===== src/hw/rtl/indexed_insert_erase_array_core_macros.svh =====
// ----------------------------------------------------------------------------
// indexed insert/erase array assertion macros
// shared concurrent assertion forms, clocked on clk and held off during reset
// ----------------------------------------------------------------------------
`ifndef INDEXED_INSERT_ERASE_ARRAY_CORE_MACROS_SVH
`define INDEXED_INSERT_ERASE_ARRAY_CORE_MACROS_SVH

// same-cycle implication
`define IIEA_ASSERT_NOW(label, ante, cons, msg) \
    label: assert property (@(posedge clk) disable iff (!rst_n) (ante) |-> (cons)) \
        else $error(msg);

// next-cycle implication
`define IIEA_ASSERT_NEXT(label, ante, cons, msg) \
    label: assert property (@(posedge clk) disable iff (!rst_n) (ante) |=> (cons)) \
        else $error(msg);

`endif


===== src/hw/rtl/iiea_pkg.sv =====
// ----------------------------------------------------------------------------
// iiea_pkg
// types and constants shared by the indexed insert/erase array cells and core
// ----------------------------------------------------------------------------
package iiea_pkg;

    localparam int DEPTH_DEFAULT      = 64;
    localparam int DATA_WIDTH_DEFAULT = 32;

    localparam int TYPE_W   = 3;
    localparam int POS_W    = 6;
    localparam int VALUE_W  = 32;
    localparam int COUNT_W  = 7;
    localparam int STATUS_W = 2;

    typedef enum logic [TYPE_W-1:0] {
        REQ_READ   = 3'd0,
        REQ_WRITE  = 3'd1,
        REQ_APPEND = 3'd2,
        REQ_REMOVE = 3'd3,
        REQ_INSERT = 3'd4,
        REQ_ERASE  = 3'd5,
        REQ_FRONT  = 3'd6,
        REQ_BACK   = 3'd7
    } req_type_t;

    typedef enum logic [STATUS_W-1:0] {
        ST_OK        = 2'd0,
        ST_BAD_INDEX = 2'd1,
        ST_FULL      = 2'd2,
        ST_EMPTY     = 2'd3
    } status_t;

    // what every cell does in the coming cycle
    typedef enum logic [1:0] {
        ACT_HOLD  = 2'd0,
        ACT_LOAD  = 2'd1,
        ACT_INS   = 2'd2,
        ACT_ERASE = 2'd3
    } cell_act_t;

    typedef struct packed {
        cell_act_t act;
        logic      rd_en;
    } cell_ctrl_t;

endpackage


===== src/hw/rtl/iiea_cell.sv =====
// ----------------------------------------------------------------------------
// iiea_cell
// one element slot of the array; loads, shifts up from its lower neighbour or
// down from its upper neighbour, and drives its word onto the read bus
// ----------------------------------------------------------------------------
module iiea_cell #(
    parameter int DATA_WIDTH = iiea_pkg::DATA_WIDTH_DEFAULT,
    parameter int IDX_WIDTH  = 6,
    parameter int CELL_INDEX = 0
) (
    input  logic                  clk,
    input  iiea_pkg::cell_ctrl_t  ctrl,
    input  logic [IDX_WIDTH-1:0]  idx,
    input  logic [IDX_WIDTH-1:0]  rd_idx,
    input  logic [DATA_WIDTH-1:0] wr_data,
    input  logic [DATA_WIDTH-1:0] lower_data,
    input  logic [DATA_WIDTH-1:0] upper_data,
    output logic [DATA_WIDTH-1:0] data,
    output logic [DATA_WIDTH-1:0] rd_data
);

    localparam logic [IDX_WIDTH-1:0] MY_INDEX = IDX_WIDTH'(CELL_INDEX);

    logic [DATA_WIDTH-1:0] data_reg;
    logic [DATA_WIDTH-1:0] data_next;

    always_comb
    begin
        data_next = data_reg;
        unique case (ctrl.act)
            iiea_pkg::ACT_HOLD:
            begin
                data_next = data_reg;
            end
            iiea_pkg::ACT_LOAD:
            begin
                if (MY_INDEX == idx)
                begin
                    data_next = wr_data;
                end
            end
            iiea_pkg::ACT_INS:
            begin
                if (MY_INDEX > idx)
                begin
                    data_next = lower_data;
                end
                else if (MY_INDEX == idx)
                begin
                    data_next = wr_data;
                end
            end
            iiea_pkg::ACT_ERASE:
            begin
                if (MY_INDEX >= idx)
                begin
                    data_next = upper_data;
                end
            end
            default:
            begin
                data_next = data_reg;
            end
        endcase
    end

    always_ff @(posedge clk)
    begin
        data_reg <= data_next;
    end

    assign data    = data_reg;
    assign rd_data = (ctrl.rd_en && (rd_idx == MY_INDEX)) ? data_reg : '0;

endmodule


===== config.mk =====
export PLATFORM = sky130hd
export DESIGN_NAME = iiea_cell
export DESIGN_NICKNAME = d
export VERILOG_FILES = /design/src/hw/rtl/indexed_insert_erase_array_core_macros.svh /design/src/hw/rtl/iiea_pkg.sv /design/src/hw/rtl/iiea_cell.sv
export SDC_FILE = /design/constraint.sdc
export NUM_CORES = 1
export LEC_CHECK = 0
export ABC_AREA = 1
export ABC_CLOCK_PERIOD_IN_PS = 3400
export BUFFER_PORTS_ARGS = -buffer_cell sky130_fd_sc_hd__buf_2
export CAP_MARGIN = 0
export CORE_UTILIZATION = 40
export CTS_BUF_LIST = sky130_fd_sc_hd__clkbuf_16
export CTS_CLUSTER_SIZE = 25
export DETAILED_ROUTE_END_ITERATION = 7
export PLACE_DENSITY_LB_ADDON = 0.3
export SYNTH_ARGS = -nofsm -noshare
export SYNTH_HDL_FRONTEND = slang
export SYNTH_SLANG_ARGS = --single-unit

===== constraint.sdc =====
create_clock -name clk -period 3.4 [get_ports clk]
set_clock_uncertainty 0.05 [all_clocks]
set_input_delay 0.68 -clock clk [delete_from_list [all_inputs] [get_ports clk]]
set_output_delay 0.68 -clock clk [all_outputs]
set_load 0.02 [all_outputs]

# After elaboration in Yosys (flattened, before gate mapping)
# Index checks and enable logic that the tools add are counted.
[word_totals]
wordCells = 18
ff_bits = 32
output_inout_bits = 64
inputBits = 112
[op_classes]
n_reduce_logical = 5
bitwise = 1
muxes = 5
order_cmp = 2
eq_ne = 4
[op_table]
columns = ["op", "count"]
rows = [
  ["$mux 32", 4],
  ["$pmux 32 s3", 1],
  ["$logic_not 6->1", 2],
  ["$ge 1x6->1 const A", 1],
  ["$gt 1x6->1 const A", 1],
  ["$eq 2x2->1 const B", 2],
  ["$eq 2x1->1 const B", 1],
  ["$logic_not 2->1", 1],
  ["$ne 2x2->1 const B", 1],
  ["$reduce_and 2->1", 1],
  ["$logic_and 1x1->1", 1],
  ["$not 1->1", 1],
]

# Logic depth before layout (Yosys ltp)
[logic_depth]
ltp_word = 4
ltp_mapped = 6
depth_no_buf = 5

# Worst setup path after synthesis
# OpenSTA, ideal clock, no wires.
[synth_path]
path_kind = "input to register"
start = "input idx[2]"
end = "register data_reg[0], in the netlist data[0], enable pin"
path_buffers = 1
t_arrival_ps = 2689
path_slack_ps = 229
cell_stages = 4
path_cell_list = "nor2_4 -> nand3_4 -> buf_6 -> a21oi_1"
[synth_between]
elab_chain_cells = 3
[synth_lines]
columns = ["element", "line", "source"]
rows = [
  ["start: declaration", "iiea_cell.sv:13", "input logic [IDX_WIDTH-1:0] idx,"],
  ["$ge 1x6->1", "iiea_cell.sv:55", "if (MY_INDEX >= idx)"],
  ["$ne 2x2->1 (no line)", "--", ""],
  ["$reduce_and 2->1 (no line)", "--", ""],
  ["end signal: assignment", "iiea_cell.sv:69", "data_reg <= data_next;"],
  ["end: declaration", "iiea_cell.sv:24", "logic [DATA_WIDTH-1:0] data_reg;"],
]
# Every way passes these cells.
# A chain may end at the register's enable or synchronous reset.

# Worst setup path after layout
[layout_path]
start = "input idx[2]"
end = "register data_reg[13], in the netlist data[13], enable pin"
# Same word-level chain as after synthesis.

==> metrics <==
status finished clean; reg2reg setup slack ~2.4 ns; number of synthesized flops with an enable pin 32; Max-Slew Margin vs Limit 58.2%; port buffer count 143; setup TNS 0 ns; Worst Path Required ~3.3 ns; most instantiated cells after synthesis nand2_1, inv_1, nor2_1; vias in the first global route 2400; share of cells above drive strength 1 35.1%; CP arrival ~2.3 ns; setup bufs post-CTS 0; CTS tree built; Buf/Inv on CP 2; initial antenna violation count 0; cell count after synthesis 321; DP HPWL ~4.5 mm; largest family of logic cells by synthesized area simple AND/OR/NAND/NOR gates; Max Root-Sink Buffers 2; max-slew violations 0; Remaining Overflow, GRT 0; Synth Area in Compound Gates 0.222%; Die Y slightly below 80 um; Worst-Skew Late Latency 0.27 ns; critical path fanouts, max 33; nets@finish 568; Area Overhead vs Synth 38.6%; # DRC 0; Synth area leaders edfxtp_1, nand2_1, inv_1; final hold vios 0; total die area around 5900 sq um; CTS Buf Count 5; Stages on worst setup path 5; H-tree depth 2; fillers between 500 and 600; CTS Sinks 32; multiplexer area fraction after synthesis 0%; Setup WS pre-CTS around 0.68 ns; RSZ-0062 raised after global routing false; largest net degree at the start of global routing 34; Synth Area in XOR/XNOR 0%; final worst setup slack 1.04 ns; Fmax achieved 423 MHz; MaxCap Viol Count 0; first-pass GRT wire length around 11 mm; Netlist Area Pre-Place between 2000 and 2500 sq um; leakage between 1.5 and 2 nW; Worst Setup EP data[13]$_DFFE_PP_; Reg2Reg Depth 4; ant diodes 0; Seq cells post-synth 32; crit share post-route between 60 and 70%; GRT Util Overall between 20% and 30%; Synth cell types 12; Worst path slowest cell a21oi_4; Vias about 2600; CTS clk-pin slew, worst paths 0.05 ns; Initial Utilization a little over two fifths; sequential share of the synthesized area 42.7%; Site Rows 26; r2r endpoint data[24]$_DFFE_PP_; # resized after CTS 0; Critical Path End Type register; ys flop type edfxtp_1; worst vdd ir 0.198 mV; Setup crit start kind primary input; CP cell instances buf_2 > nor2_4 > nand3_4 > a21oi_4 > buf_4; delay-heaviest family, CP compound AO/OA/AOI/OAI gates; Post-Synth Adder-Cell Area 0%; Top-Level Pins approximately 180; wire per inst about 13 um; yosys warns 0; most common cell in the netlist nand2_1; CP startpoint idx[2]; Reg2Reg Launch Point data[24]$_DFFE_PP_; Tmin final 2.36 ns; Crit Path Class primary input to register; Final setup viols 0; Via-to-Cell Ratio about 5; syn_nets about 430; Tightest Hold Check Type register to register; hold_buf cts 0; Core Box Area between 5000 and 6000 sq um; fraction of registers with async set/reset 0%; DIE WIDTH between 70 and 80 um; Yosys top cell area share between 40 and 50%; drt initial violations 144; max FFs per register 32; Root Driver clkbuf_16; post-synthesis simple-gate area fraction approximately two fifths; RePlAce Congestion approximately 0.76; PwrDens between 300 and 400 nW/um^2; Tightest Pin Transition about 0.63 ns; top cell type by total area after synthesis edfxtp_1; Final ANT Viol Nets 0; max incr delay on CP 0.65 ns; Post-Route WL between 6 and 7 mm; syn_area_per_cell 7.01 sq um; first-pass detailed-route iteration total 5
layer usage:
layer	routed length [um]	GRT usage (%)
met5	0	0
met4	109	8.11
met3	643	4.40
met2	3310	41.2
met1	2640	26.1
cell usage in the layout, fill, tap and decap left out:
master,netlist,layout
buf_4,0,6
clkbuf_16,0,5
nor2_1,36,36
nor2_4,3,3
nand2_1,97,97
nand4_1,33,33
nand3_1,32,32
clkinv_1,0,2
nand3_4,1,1
inv_1,64,64
buf_2,18,143
a21oi_4,0,1
edfxtp_1,32,32
inv_2,1,1
cell families after synthesis:
logic type	after synthesis
buffers and inverters	86
and+or+nand+nor	202
DFF	32
AOI/OAI and AO/OA	1
report_power, final:
part	total (mW)	switching (mW)	internal, mW
Clock	0.411	0.150	0.261
Sequential	0.518	0.0224	0.496
Combinational	0.305	0.195	0.110
layout make-up:
cell class,count,area (sq um),share of cell area (%)
repair buffers,149,761,24.4
well taps,70,87.6,2.81
clock inverters,2,7.51,0.241
inverters,65,244,7.82
multi-input cells,203,933,29.9
clock buffers,5,125,4.01
flip-flops and latches,32,961,30.8
how the worst min path moves through the flow:
| stage | from | to | slack [ns] | depth (start not counted) |
|---|---|---|---|---|
| final | data[9]$_DFFE_PP_ | data[9]$_DFFE_PP_ | 0.61 | 4 |
| after CTS | data[9]$_DFFE_PP_ | data[9]$_DFFE_PP_ | 0.62 | 4 |
| after global placement | data[10]$_DFFE_PP_ | data[10]$_DFFE_PP_ | 0.59 | 4 |
| after global routing | upper_data[2] | data[2]$_DFFE_PP_ | 0.64 | 3 |
| after detailed placement | data[9]$_DFFE_PP_ | data[9]$_DFFE_PP_ | 0.60 | 4 |
| after floorplan | data[0]$_DFFE_PP_ | data[0]$_DFFE_PP_ | 0.74 | 4 |
worst min-delay path: cells and delay by family, from the launching register on:
kind / cells / cell delay (ns)
buf+inv: 1 / 0.05
flops: 1 / 0.33
simple gates: 3 / 0.18
stage by stage:
stage | utilization [%] | instance area (sq um) | total power [mW] | hold slack, ns | instances
2_1_floorplan | - | 2250 | 0.711 | 0.741 | 321
3_3_place_gp | 56.7 | 2990 | 0.822 | 0.589 | 519
3_5_place_dp | 56.7 | 2990 | 0.830 | 0.604 | 519
4_1_cts | 59.2 | 3120 | 1.24 | 0.619 | 526
5_1_grt | 59.2 | 3120 | 1.29 | 0.641 | 526
6_report | 59.2 | 3120 | 1.23 | 0.613 | 526
(Power assumes the default switching activity.)
